===== src/sv/wavw_pkg.sv =====
// package of the wav pcm16 stream writer: shared constants and conversion types
// no dependencies
`default_nettype none
package wavw_pkg;
  localparam logic OP_HEADER = 1'b0;
  localparam logic OP_SAMPLE = 1'b1;
  localparam int unsigned HDR_LEN = 44;
  localparam logic [1:0] REG_NUM_CHANNELS = 2'd0;
  localparam logic [1:0] REG_SAMPLE_RATE = 2'd1;
  localparam logic [1:0] REG_FRAMES = 2'd2;

  // conversion pipeline payload between stages
  typedef struct packed {
    logic        is_nan;
    logic        neg;
    logic        clamp;
    logic        is_zero;
    logic [7:0]  exp;
    logic [23:0] mant;
  } cvt_s1_t;
endpackage
`default_nettype wire


===== src/sv/wavw_pcm_conv.sv =====
// float to pcm16 conversion pipeline, three register stages with stall
// depends on wavw_pkg
`default_nettype none
module wavw_pcm_conv (
  input  wire logic        clk,
  input  wire logic        rst,
  input  wire logic        in_valid,
  input  wire logic [31:0] in_bits,
  input  wire logic        advance,
  output logic             out_valid,
  output logic [15:0]      out_pcm
);
  wavw_pkg::cvt_s1_t s1;
  logic              v1, v2, v3;
  logic [40:0]       prod;
  logic [7:0]        exp2;
  logic              neg2, zero2, clamp2, nan2;
  logic [15:0]       pcm3;
  logic [71:0]       shifted;
  logic [15:0]       mag;
  logic [40:0]       raw;
  logic [40:0]       rnd;
  logic              hi;
  logic [23:0]       kept;
  logic              guard;
  logic              sticky;
  logic              inc;
  logic [24:0]       sum25;

  // stage 1: decode fields
  always_ff @(posedge clk) begin
    if (rst) begin
      v1 <= 1'b0;
    end else if (advance) begin
      v1 <= in_valid;
    end
  end
  always_ff @(posedge clk) begin
    if (advance) begin
      s1.is_nan  <= (in_bits[30:23] == 8'hff) && (in_bits[22:0] != 23'd0);
      s1.neg     <= in_bits[31];
      s1.clamp   <= in_bits[30:23] >= 8'd127;
      s1.is_zero <= in_bits[30:23] == 8'd0;
      s1.exp     <= in_bits[30:23];
      s1.mant    <= {1'b1, in_bits[22:0]};
    end
  end

  // positive scale: mant * 32767 rounded to 24 significant bits, nearest even
  always_comb begin
    raw    = {2'd0, s1.mant, 15'd0} - {17'd0, s1.mant};
    hi     = raw[38];
    kept   = hi ? raw[38:15] : raw[37:14];
    guard  = hi ? raw[14] : raw[13];
    sticky = hi ? (|raw[13:0]) : (|raw[12:0]);
    inc    = guard && (sticky || kept[0]);
    sum25  = {1'b0, kept} + {24'd0, inc};
    rnd    = hi ? {1'b0, sum25, 15'd0} : {2'd0, sum25, 14'd0};
  end

  // stage 2: scaled significand, single precision rounding on the positive side
  always_ff @(posedge clk) begin
    if (rst) begin
      v2 <= 1'b0;
    end else if (advance) begin
      v2 <= v1;
    end
  end
  always_ff @(posedge clk) begin
    if (advance) begin
      prod   <= s1.neg ? {2'd0, s1.mant, 15'd0} : rnd;
      exp2   <= s1.exp;
      neg2   <= s1.neg;
      zero2  <= s1.is_zero;
      clamp2 <= s1.clamp;
      nan2   <= s1.is_nan;
    end
  end

  // integer part of prod * 2^(exp - 150), below exponent 104 it is zero
  always_comb begin
    shifted = {31'd0, prod} << exp2[4:0];
    mag     = (exp2 < 8'd104) ? 16'd0 : shifted[69:54];
  end

  // stage 3: align, clamp, sign
  always_ff @(posedge clk) begin
    if (rst) begin
      v3 <= 1'b0;
    end else if (advance) begin
      v3 <= v2;
    end
  end
  always_ff @(posedge clk) begin
    if (advance) begin
      if (nan2 || zero2) begin
        pcm3 <= 16'd0;
      end else if (clamp2) begin
        pcm3 <= neg2 ? 16'h8000 : 16'h7fff;
      end else begin
        pcm3 <= neg2 ? (16'd0 - mag) : mag;
      end
    end
  end

  assign out_valid = v3;
  assign out_pcm   = pcm3;
endmodule
`default_nettype wire


===== src/sv/wav_pcm16_stream_writer.sv =====
// wav pcm16 stream writer top level: apb registers, input pipeline, byte serializer
// depends on wavw_pkg and wavw_pcm_conv
//
// usage: s_tdata carries sample_bits, s_tuser carries op (0 header, 1 sample).
// a header beat yields a 44-byte run of the canonical wav header, a sample
// beat yields two bytes (low, high) of the clamped, scaled pcm16 value.
// m_tdata is the byte, m_tlast marks the final byte of each run.
// path: a beat passes three pipeline stages, then the serializer head register
// holds it while its bytes go out on the byte-wide output.
// the pipeline accepts a beat each cycle while the serializer head is free or is
// giving out its last byte, and holds everything while m_tready is low without
// loss or repeat.
// reset: registers return to 2 channels, 48000 hz, 0 frames; pipeline empties.
// the user writes configuration through the apb port only while the block is idle;
// the block itself does not enforce this.
`default_nettype none
module wav_pcm16_stream_writer (
  input  wire logic        clk,
  input  wire logic        rst,
  input  wire logic        s_tvalid,
  output logic             s_tready,
  input  wire logic [31:0] s_tdata,  // sample_bits[31:0]
  input  wire logic        s_tuser,  // op
  output logic             m_tvalid,
  input  wire logic        m_tready,
  output logic [7:0]       m_tdata,  // out_byte[7:0]
  output logic             m_tlast,  // last
  input  wire logic        psel,
  input  wire logic        penable,
  input  wire logic        pwrite,
  input  wire logic [3:0]  paddr,
  input  wire logic [31:0] pwdata,
  output logic [31:0]      prdata,
  output logic             pready
);
  logic [3:0]  num_channels;
  logic [18:0] sample_rate;
  logic [26:0] frames_per_channel;
  logic [1:0]  reg_idx;
  logic        wr_en;

  // apb register file
  assign pready  = 1'b1;
  assign reg_idx = paddr[3:2];
  assign wr_en   = psel && penable && pwrite && (paddr[1:0] == 2'd0);
  always_ff @(posedge clk) begin
    if (rst) begin
      num_channels       <= 4'd2;
      sample_rate        <= 19'd48000;
      frames_per_channel <= 27'd0;
    end else if (wr_en) begin
      unique case (reg_idx)
        wavw_pkg::REG_NUM_CHANNELS: num_channels       <= pwdata[3:0];
        wavw_pkg::REG_SAMPLE_RATE:  sample_rate        <= pwdata[18:0];
        wavw_pkg::REG_FRAMES:       frames_per_channel <= pwdata[26:0];
        default: ;
      endcase
    end
  end
  always_comb begin
    prdata = 32'd0;
    if (paddr[1:0] == 2'd0) begin
      unique case (reg_idx)
        wavw_pkg::REG_NUM_CHANNELS: prdata = {28'd0, num_channels};
        wavw_pkg::REG_SAMPLE_RATE:  prdata = {13'd0, sample_rate};
        wavw_pkg::REG_FRAMES:       prdata = {5'd0, frames_per_channel};
        default:                    prdata = 32'd0;
      endcase
    end
  end

  // derived header fields; user must change registers only while idle, not enforced
  logic [4:0]  align;
  logic [31:0] dsize, brate;
  always_ff @(posedge clk) begin
    align <= {num_channels, 1'b0};
    dsize <= {27'd0, num_channels, 1'b0} * {5'd0, frames_per_channel};
    brate <= {27'd0, num_channels, 1'b0} * {13'd0, sample_rate};
  end

  // pipeline with op tag beside the converter
  logic       advance, head_busy, head_take;
  logic       cv_valid;
  logic [15:0] cv_pcm;
  logic [2:0] op_pipe;
  assign advance  = !head_busy || head_take;
  assign s_tready = advance;

  wavw_pcm_conv u_conv (
    .clk(clk), .rst(rst),
    .in_valid(s_tvalid && s_tready), .in_bits(s_tdata),
    .advance(advance), .out_valid(cv_valid), .out_pcm(cv_pcm)
  );
  always_ff @(posedge clk) begin
    if (advance) begin
      op_pipe <= {op_pipe[1:0], s_tuser};
    end
  end

  // serializer head: holds one item and walks its bytes
  logic        h_op;
  logic [15:0] h_pcm;
  logic [5:0]  cnt;
  logic        h_last;
  assign h_last    = h_op ? (cnt == 6'd1) : (cnt == 6'(wavw_pkg::HDR_LEN - 1));
  assign head_take = head_busy && m_tready && h_last;
  always_ff @(posedge clk) begin
    if (rst) begin
      head_busy <= 1'b0;
    end else begin
      if (advance) begin
        head_busy <= cv_valid;
      end
    end
  end
  always_ff @(posedge clk) begin
    if (advance) begin
      h_op  <= op_pipe[2];
      h_pcm <= cv_pcm;
      cnt   <= 6'd0;
    end else if (head_busy && m_tready) begin
      cnt <= cnt + 6'd1;
    end
  end

  // header byte lookup
  logic [7:0]  hb;
  logic [31:0] rsize;
  assign rsize = dsize + 32'd36;
  always_comb begin
    case (cnt)
      6'd0: hb = 8'h52;  6'd1: hb = 8'h49;  6'd2: hb = 8'h46;  6'd3: hb = 8'h46;
      6'd4: hb = rsize[7:0];   6'd5: hb = rsize[15:8];
      6'd6: hb = rsize[23:16]; 6'd7: hb = rsize[31:24];
      6'd8: hb = 8'h57;  6'd9: hb = 8'h41;  6'd10: hb = 8'h56; 6'd11: hb = 8'h45;
      6'd12: hb = 8'h66; 6'd13: hb = 8'h6d; 6'd14: hb = 8'h74; 6'd15: hb = 8'h20;
      6'd16: hb = 8'd16;
      6'd20: hb = 8'd1;
      6'd22: hb = {4'd0, num_channels};
      6'd24: hb = sample_rate[7:0];  6'd25: hb = sample_rate[15:8];
      6'd26: hb = {5'd0, sample_rate[18:16]};
      6'd28: hb = brate[7:0];   6'd29: hb = brate[15:8];
      6'd30: hb = brate[23:16]; 6'd31: hb = brate[31:24];
      6'd32: hb = {3'd0, align};
      6'd34: hb = 8'd16;
      6'd36: hb = 8'h64; 6'd37: hb = 8'h61; 6'd38: hb = 8'h74; 6'd39: hb = 8'h61;
      6'd40: hb = dsize[7:0];   6'd41: hb = dsize[15:8];
      6'd42: hb = dsize[23:16]; 6'd43: hb = dsize[31:24];
      default: hb = 8'd0;
    endcase
  end

  assign m_tvalid = head_busy;
  assign m_tlast  = h_last;
  assign m_tdata  = (h_op == wavw_pkg::OP_SAMPLE) ?
                    (cnt[0] ? h_pcm[15:8] : h_pcm[7:0]) : hb;
endmodule
`default_nettype wire


===== config.mk =====
export PLATFORM = sky130hd
export DESIGN_NAME = wav_pcm16_stream_writer
export DESIGN_NICKNAME = d
export VERILOG_FILES = /design/src/sv/wavw_pkg.sv /design/src/sv/wavw_pcm_conv.sv /design/src/sv/wav_pcm16_stream_writer.sv
export SDC_FILE = /design/constraint.sdc
export NUM_CORES = 1
export LEC_CHECK = 0
export BUFFER_PORTS_ARGS = -buffer_cell sky130_fd_sc_hd__buf_2
export CAP_MARGIN = 40
export CORE_UTILIZATION = 46
export CTS_CLUSTER_SIZE = 8
export DETAILED_ROUTE_END_ITERATION = 10
export GPL_TIMING_DRIVEN = 0
export REMOVE_ABC_BUFFERS = 1
export SYNTH_ARGS = -nofsm -noshare
export SYNTH_HDL_FRONTEND = slang
export SYNTH_HIERARCHICAL = 1
export SYNTH_SLANG_ARGS = --single-unit

===== constraint.sdc =====
create_clock -name clk -period 11.7 [get_ports clk]
set_input_delay 1.17 -clock clk [delete_from_list [all_inputs] [get_ports clk]]
set_output_delay 1.17 -clock clk [all_outputs]
set_load 0.01 [all_outputs]

# After elaboration in Yosys (flattened, before gate mapping)
# Index checks and enable logic that the tools add are counted.
# totals
reg_bits,242
in_bits,76
output_inout_bits,44
wordCells,122
# op_classes
add_sub_neg,5
multipliers,2
magnitude_cmp,2
eq_ne,37
shifts,1
mux,15
n_bitwise,1
n_reduce_logical,28
# ops
op,n
$pmux W8 S31,1
$pmux W27 S3,1
$shl A41 B5 Y70,1
$mux W16,4
$eq A6 B6 Y1 const B,10
$eq A6 B5 Y1 const B,9
$eq A6 B4 Y1 const B,8
$mux W39,1
$sub A39 B24 Y39,1
$mux W38,1
$add A32 B6 Y32 const B,1
$mul A4 B27 Y31,1
$mux W27,1
$add A24 B1 Y25,1
$eq A6 B3 Y1 const B,4
$mux W24,1
$mul A4 B19 Y23,1
$reduce_bool A23 Y1,1
$mux W8,2
$sub A1 B16 Y16 const A,1
$reduce_or A14 Y1,1
$reduce_or A13 Y1,1
$eq A6 B2 Y1 const B,2
$reduce_or A2 Y1,6
16 further kinds,30

# Logic depth before layout (Yosys ltp)
# depth
ltp_word,8
ltp_mapped,17

# Hierarchy
# The synthesis kept the hierarchy.
# modules_own_cells
mod,instances,cells_each,area_per_inst_um2,seq_area_each_um2
wav_pcm16_stream_writer,1,1418,11631.2,2902.8
wavw_pcm_conv,1,496,5311.3,2462.4

# Least setup slack after synthesis
# Ideal clock, no wire load.
# synth_timing
path_type,reg2out
from,register cnt[5]
to,output port s_tready
t_arrival_ns,3.797
required_ns,10.530
setup_slack_ns,6.733
path_stages_with_launch,7
cell_sequence,dfxtp_1 > clkinv_2 > nor3_2 > nand2_1 > o21ai_0 > nand2_1 > nand2_1
# synth_between
elab_chain_len,4
elab_cells_between_ends,5
cone_classes,eq/ne: 2; mux: 1; reduce/logical: 2
# synth_rtl
item,line,text
start: declaration,wav_pcm16_stream_writer.sv:103,logic [5:0] cnt;
start signal: assignment,wav_pcm16_stream_writer.sv:122,cnt <= cnt + 6'd1;
$eq A6 B6 Y1 / $eq A6 B1 Y1 (equally long branches),wav_pcm16_stream_writer.sv:105,assign h_last = h_op ? (cnt == 6'd1) : (cnt == 6'(wavw_pkg::HDR_LEN - 1));
$mux W1 (*),wav_pcm16_stream_writer.sv:105,
via m_tlast,wav_pcm16_stream_writer.sv:27,"output logic m_tlast,"
$logic_and A1 B1 Y1 (*),wav_pcm16_stream_writer.sv:106,assign head_take = head_busy && m_tready && h_last;
$logic_or A1 B1 Y1 (*),wav_pcm16_stream_writer.sv:86,assign advance = !head_busy || head_take;
end: declaration,wav_pcm16_stream_writer.sv:21,"output logic s_tready,"
# Mark *: on every way through the listed nets, which the timed path passes. The rest lies on a longest branch.

# Worst setup path after layout
# layout_timing
from,register cnt[0]
to,output port m_tdata[5]
# layout_between
elab_chain_len,4
elab_cells_between_ends,42
cone_classes,eq/ne: 34; mux: 3; reduce/logical: 5
# layout_rtl
item,line,text
"$eq A6 B6 Y1, or another cell as far along",wav_pcm16_stream_writer.sv:131,case (cnt)
$reduce_or A2 Y1 (no line),n/a,
$pmux W8 S31,wav_pcm16_stream_writer.sv:131,
$mux W8 (*),wav_pcm16_stream_writer.sv:155,assign m_tdata = (h_op == wavw_pkg::OP_SAMPLE) ?
end: declaration,wav_pcm16_stream_writer.sv:26,"output logic [7:0] m_tdata,"
# Every way passes the cells marked *; elsewhere a longest branch is shown, timed or not.

==> flow_results.org <==
** Flow run
- Max cap viols :: 0

** Timing
- Setup repair after global routing left no endpoint under its margin.
- In this run the tightest slew margin relative to its limit is 35.4%.
- Setup total negative slack on the finished layout was measured at 0 ps.
- Post-layout min period :: 5450 ps
- Number of max-slew violations in the final report :: 0
- Slew of the pin with the lowest slew margin :: 961 ps
- Highest clock rate :: 183 MHz
- Endpoints failing setup :: 0
- Portion of the clock cycle consumed by the worst path in the final layout :: 46.6%
- Final hold vios :: 0
- Clock skew on the completed layout was measured at 18.6 ps.
- Worst hold margin :: 416 ps

** Global route
- The total overflow left after global routing is 0.
- For met3 alone, demand over resource in global routing was 2.89%.
- The via count of the first global-routing pass came to 13.5k.
- Busiest grt layer :: met2
- The first global-routing pass estimated 73000 µm of wire.
- Pin count of the biggest net entering global routing :: 68
- The initial antenna violation count came to 0.
- Global routing used 23.9% of the available tracks across all layers.
- Met2 track demand over resource in global routing :: 37.2%
- Global routing consumed, on the met1 layer, 34.7% of the routing resources.

** Clocking
- In this run the clock root is driven by a sky130_fd_sc_hd__clkbuf_16.
- TritonCTS created 31 clock buffers.
- Post-CTS repair changed the size of 0 cells.
- Clock tree synthesis found a total of 218 sinks.
- Number of buffers on the longest clock path :: 3
- Worst-path clk slew :: 50 ps
- Number of H-tree branching levels :: 1
- Buffers added to address setup during post-CTS repair amount to 0.
- Clock latency on the worst-skew pair, taken at its later pin, is 560 ps.
- The number of hold buffers added after CTS was 0.
- TritonCTS built the clock tree.

** Die
- Overall die area :: 37600 µm²
- Initial core utilization :: 47.2%
- Row count :: 69
- I/O pin count :: 120
- Y dimension of the die :: 194 µm
- The region available for standard cell placement spans 35900 µm².
- Die Width :: 194 µm

** Power
- The clock network burns 41.6% of the power.
- Internal power of the cells :: 1460 µW
- IR analysis of the VDD net gives a maximum drop of 109 µV.
- Summed over all nets, the switching power comes to 498 µW.
- Per report_power, the sequential group accounts for 46.2% of the total.
- Overall power consumption after layout is estimated at 1950 µW.
- Power spread over the standard cell area amounts to 104 nW/µm².
- The share of total power dissipated in combinational logic is 12.2%.
- Net switching is 25.5% of the power.
- Pleak :: 0.00807 µW

** Final layout
- The net count of the finished layout is 2213.
- Share of layout cells above drive strength 1 :: 11.1%
- The library cell used most frequently in the layout, excluding fill and tap cells, is sky130_fd_sc_hd__nand2_1.
- Fill cells in the final layout number 3425.
- Number of inserted diodes :: 0
- Compared with the post-synthesis result, the final layout area differs by 10.9%.
- The library cells used most frequently in the layout, excluding fill and tap cells, are 250 x sky130_fd_sc_hd__nand2_1, 166 x sky130_fd_sc_hd__inv_1, 140 x sky130_fd_sc_hd__and2_1.

** Placement
- Hpwl dp :: 34500 µm
- Count of buffers from port buffering :: 108
- Routability-driven placement finished with a final weighted congestion of 0.940.

** Setup path
- Max Fanout on Critical Path :: 13
- Element type at the critical path end :: primary output
- Worst Path Arrival :: 4280 ps
- Reg2Reg Setup Slack :: 7170 ps
- Worst Setup Start Kind :: flop
- Reg-to-reg critical path startpoint :: num_channels[3]$_SDFFE_PP0P_
- Type of the setup path with the least slack :: reg2out
- Logic depth of the worst register-to-register path :: 16
- At the worst endpoint, the required time is 10530 ps.
- Endpoint of the worst register-to-register path :: dsize[31]$_DFF_P_

** Logic synthesis
- In the synthesized netlist the dominant register cell turns out to be sky130_fd_sc_hd__dfxtp_1.
- In the synthesized netlist the async set-or-reset flop fraction comes to 0%.
- In this run, synthesis produced a sequential element count of 218.
- After technology mapping, the gate count stands at 1914.
- The synthesized design devotes to its leading area cell type 17.7% of total area.
- Number of flops mapped to enable cells by yosys :: 100
- A synthesized cell averages 8.85 µm².
- Library cell with the largest summed area after synthesis :: sky130_fd_sc_hd__edfxtp_1
- Register area share after synthesis :: 31.7%
- Yosys printed 6 warnings.
- Top post-synthesis cells by area :: sky130_fd_sc_hd__edfxtp_1 18%, sky130_fd_sc_hd__dfxtp_1 14%, sky130_fd_sc_hd__fa_1 9.9%
- Distinct cell type count after synthesis :: 97
- The cell area that synthesis handed to floorplanning was 16900 µm².

** Drt
- In the routed design, unresolved DRC markers number 0.
- Per-cell via count in the routed design :: 5.71
- Drt initial violations :: 998
- Total vias in the final route :: 14.0k
- Mean routed wirelength per cell :: 18.3 µm
- Summed over all layers, the routed wires come to 45000 µm.
- Before antenna repair, the detailed router went through 5 iterations.
- Final ANT Viol Nets :: 0

** Worst hold path
- Worst Min Path Start :: op_pipe[2]$_DFFE_PN_
- The worst hold path terminates at h_op$_DFFE_PN_.
- Number of cells traversed by the worst hold path :: 0
- Path category of the worst min-delay check :: reg2reg

** Status
- The run finished with clean final reports.
-- cells by family after synthesis --
kind of cell / synth area share, %
simple gates: 22.3
flops: 31.7
fa+ha+maj: 15.5
other cells: 0.0665
buf+inv: 6.18
xor+xnor: 4.08
mux: 4.85
compound gates: 15.3
-- synthesized netlist by cell type (7+ instances only) --
| cell type | n |
|---|---|
| sky130_fd_sc_hd__nand4_1 | 27 |
| sky130_fd_sc_hd__a31oi_1 | 7 |
| sky130_fd_sc_hd__o31ai_1 | 8 |
| sky130_fd_sc_hd__o21a_1 | 14 |
| sky130_fd_sc_hd__buf_2 | 7 |
| sky130_fd_sc_hd__a211oi_1 | 7 |
| sky130_fd_sc_hd__nand2b_1 | 10 |
| sky130_fd_sc_hd__o221ai_1 | 9 |
| sky130_fd_sc_hd__edfxtp_1 | 100 |
| sky130_fd_sc_hd__ha_1 | 76 |
| sky130_fd_sc_hd__a21oi_1 | 114 |
| sky130_fd_sc_hd__a221oi_1 | 9 |
| sky130_fd_sc_hd__nand3_1 | 36 |
| sky130_fd_sc_hd__or3_1 | 9 |
| sky130_fd_sc_hd__nor3_1 | 26 |
| sky130_fd_sc_hd__mux2_2 | 12 |
| sky130_fd_sc_hd__a22o_1 | 14 |
| sky130_fd_sc_hd__nor2b_1 | 9 |
| sky130_fd_sc_hd__and2_1 | 140 |
| sky130_fd_sc_hd__or4_1 | 7 |
| sky130_fd_sc_hd__fa_1 | 84 |
| sky130_fd_sc_hd__mux4_2 | 16 |
| sky130_fd_sc_hd__o21bai_1 | 9 |
| sky130_fd_sc_hd__and3_1 | 36 |
| sky130_fd_sc_hd__inv_1 | 166 |
| sky130_fd_sc_hd__o21ai_0 | 46 |
| sky130_fd_sc_hd__a21o_1 | 25 |
| sky130_fd_sc_hd__xor2_1 | 29 |
| sky130_fd_sc_hd__nor4_1 | 12 |
| sky130_fd_sc_hd__nand2_1 | 251 |
| sky130_fd_sc_hd__xnor2_1 | 50 |
| sky130_fd_sc_hd__a22oi_1 | 31 |
| sky130_fd_sc_hd__nor2_1 | 138 |
| sky130_fd_sc_hd__o22ai_1 | 7 |
| sky130_fd_sc_hd__clkbuf_1 | 71 |
| sky130_fd_sc_hd__buf_4 | 8 |
| sky130_fd_sc_hd__nand3b_1 | 12 |
| sky130_fd_sc_hd__mux2i_1 | 30 |
| sky130_fd_sc_hd__dfxtp_1 | 118 |
-- stage by stage --
step	setup slack, ps	cell area, µm²	util [%]	cells
final	6250	18800	52.3	2455
after global routing	6080	18800	52.3	2455
after CTS	6250	18800	52.3	2455
after global placement	4840	17700	49.2	2393
after detailed placement	6870	17900	49.9	2405
after floorplan	6510	16500	-	1824
-- flip-flops by register name (all words and copies together), names as in the netlist, 3 cells and up --
name / cells
h_pcm: 16
align: 4
u_conv/exp2: 8
sample_rate: 19
u_conv/s1: 35
cnt: 6
dsize: 31
frames_per_channel: 27
num_channels: 4
u_conv/prod: 17
u_conv/out_pcm: 16
brate: 23
op_pipe: 3
-- layer usage --
metal	up-vias	share of wire [%]
met5	-	0
met4	0	2.9
met3	75	5.1
met2	389	44
met1	6778	48
li1	6785	-
-- power by group through the flow --
stage          Sequential, µW  Combinational [µW]  Clock, µW
2_1_floorplan             904                 161          0
3_3_place_gp              918                 227          0
5_1_grt                   908                 262        865
3_5_place_dp              917                 237          0
4_1_cts                   902                 238        832
6_report                  902                 238        813
-- area by class of cell --
cell class	instances	area, µm²	area share (%)
Inverter	170	639	3.40
Sequential cell	218	5370	28.6
Clock buffer	49	853	4.54
Clock inverter	1	8.76	0.0466
Timing Repair Buffer	120	786	4.18
Multi-Input combinational cell	1436	10600	56.2
Tap cell	461	577	3.07
-- critical path: stages (launching register included) --
cell                        delay, ps
sky130_fd_sc_hd__dfxtp_1          700
sky130_fd_sc_hd__inv_1            150
sky130_fd_sc_hd__ha_1             350
sky130_fd_sc_hd__inv_1            230
sky130_fd_sc_hd__nor3_1           180
sky130_fd_sc_hd__buf_4            200
sky130_fd_sc_hd__a22o_1           280
sky130_fd_sc_hd__a221oi_2         200
sky130_fd_sc_hd__nand4_1          180
sky130_fd_sc_hd__a2111oi_2        490
sky130_fd_sc_hd__o221ai_1         340
sky130_fd_sc_hd__a22o_1           300
sky130_fd_sc_hd__buf_2            130
-- worst max-delay path by stage --
stage | from | to | slack [ps]
6_report | cnt[0]$_SDFFE_PN0P_ | m_tdata[5] | 6250
5_1_grt | cnt[0]$_SDFFE_PN0P_ | m_tdata[5] | 6080
4_1_cts | cnt[0]$_SDFFE_PN0P_ | m_tdata[5] | 6250
3_5_place_dp | cnt[0]$_SDFFE_PN0P_ | m_tdata[5] | 6870
3_3_place_gp | cnt[5]$_SDFFE_PN0P_ | s_tready | 4840
2_1_floorplan | cnt[3]$_SDFFE_PN0P_ | s_tready | 6510
(Power assumes the default switching activity.)
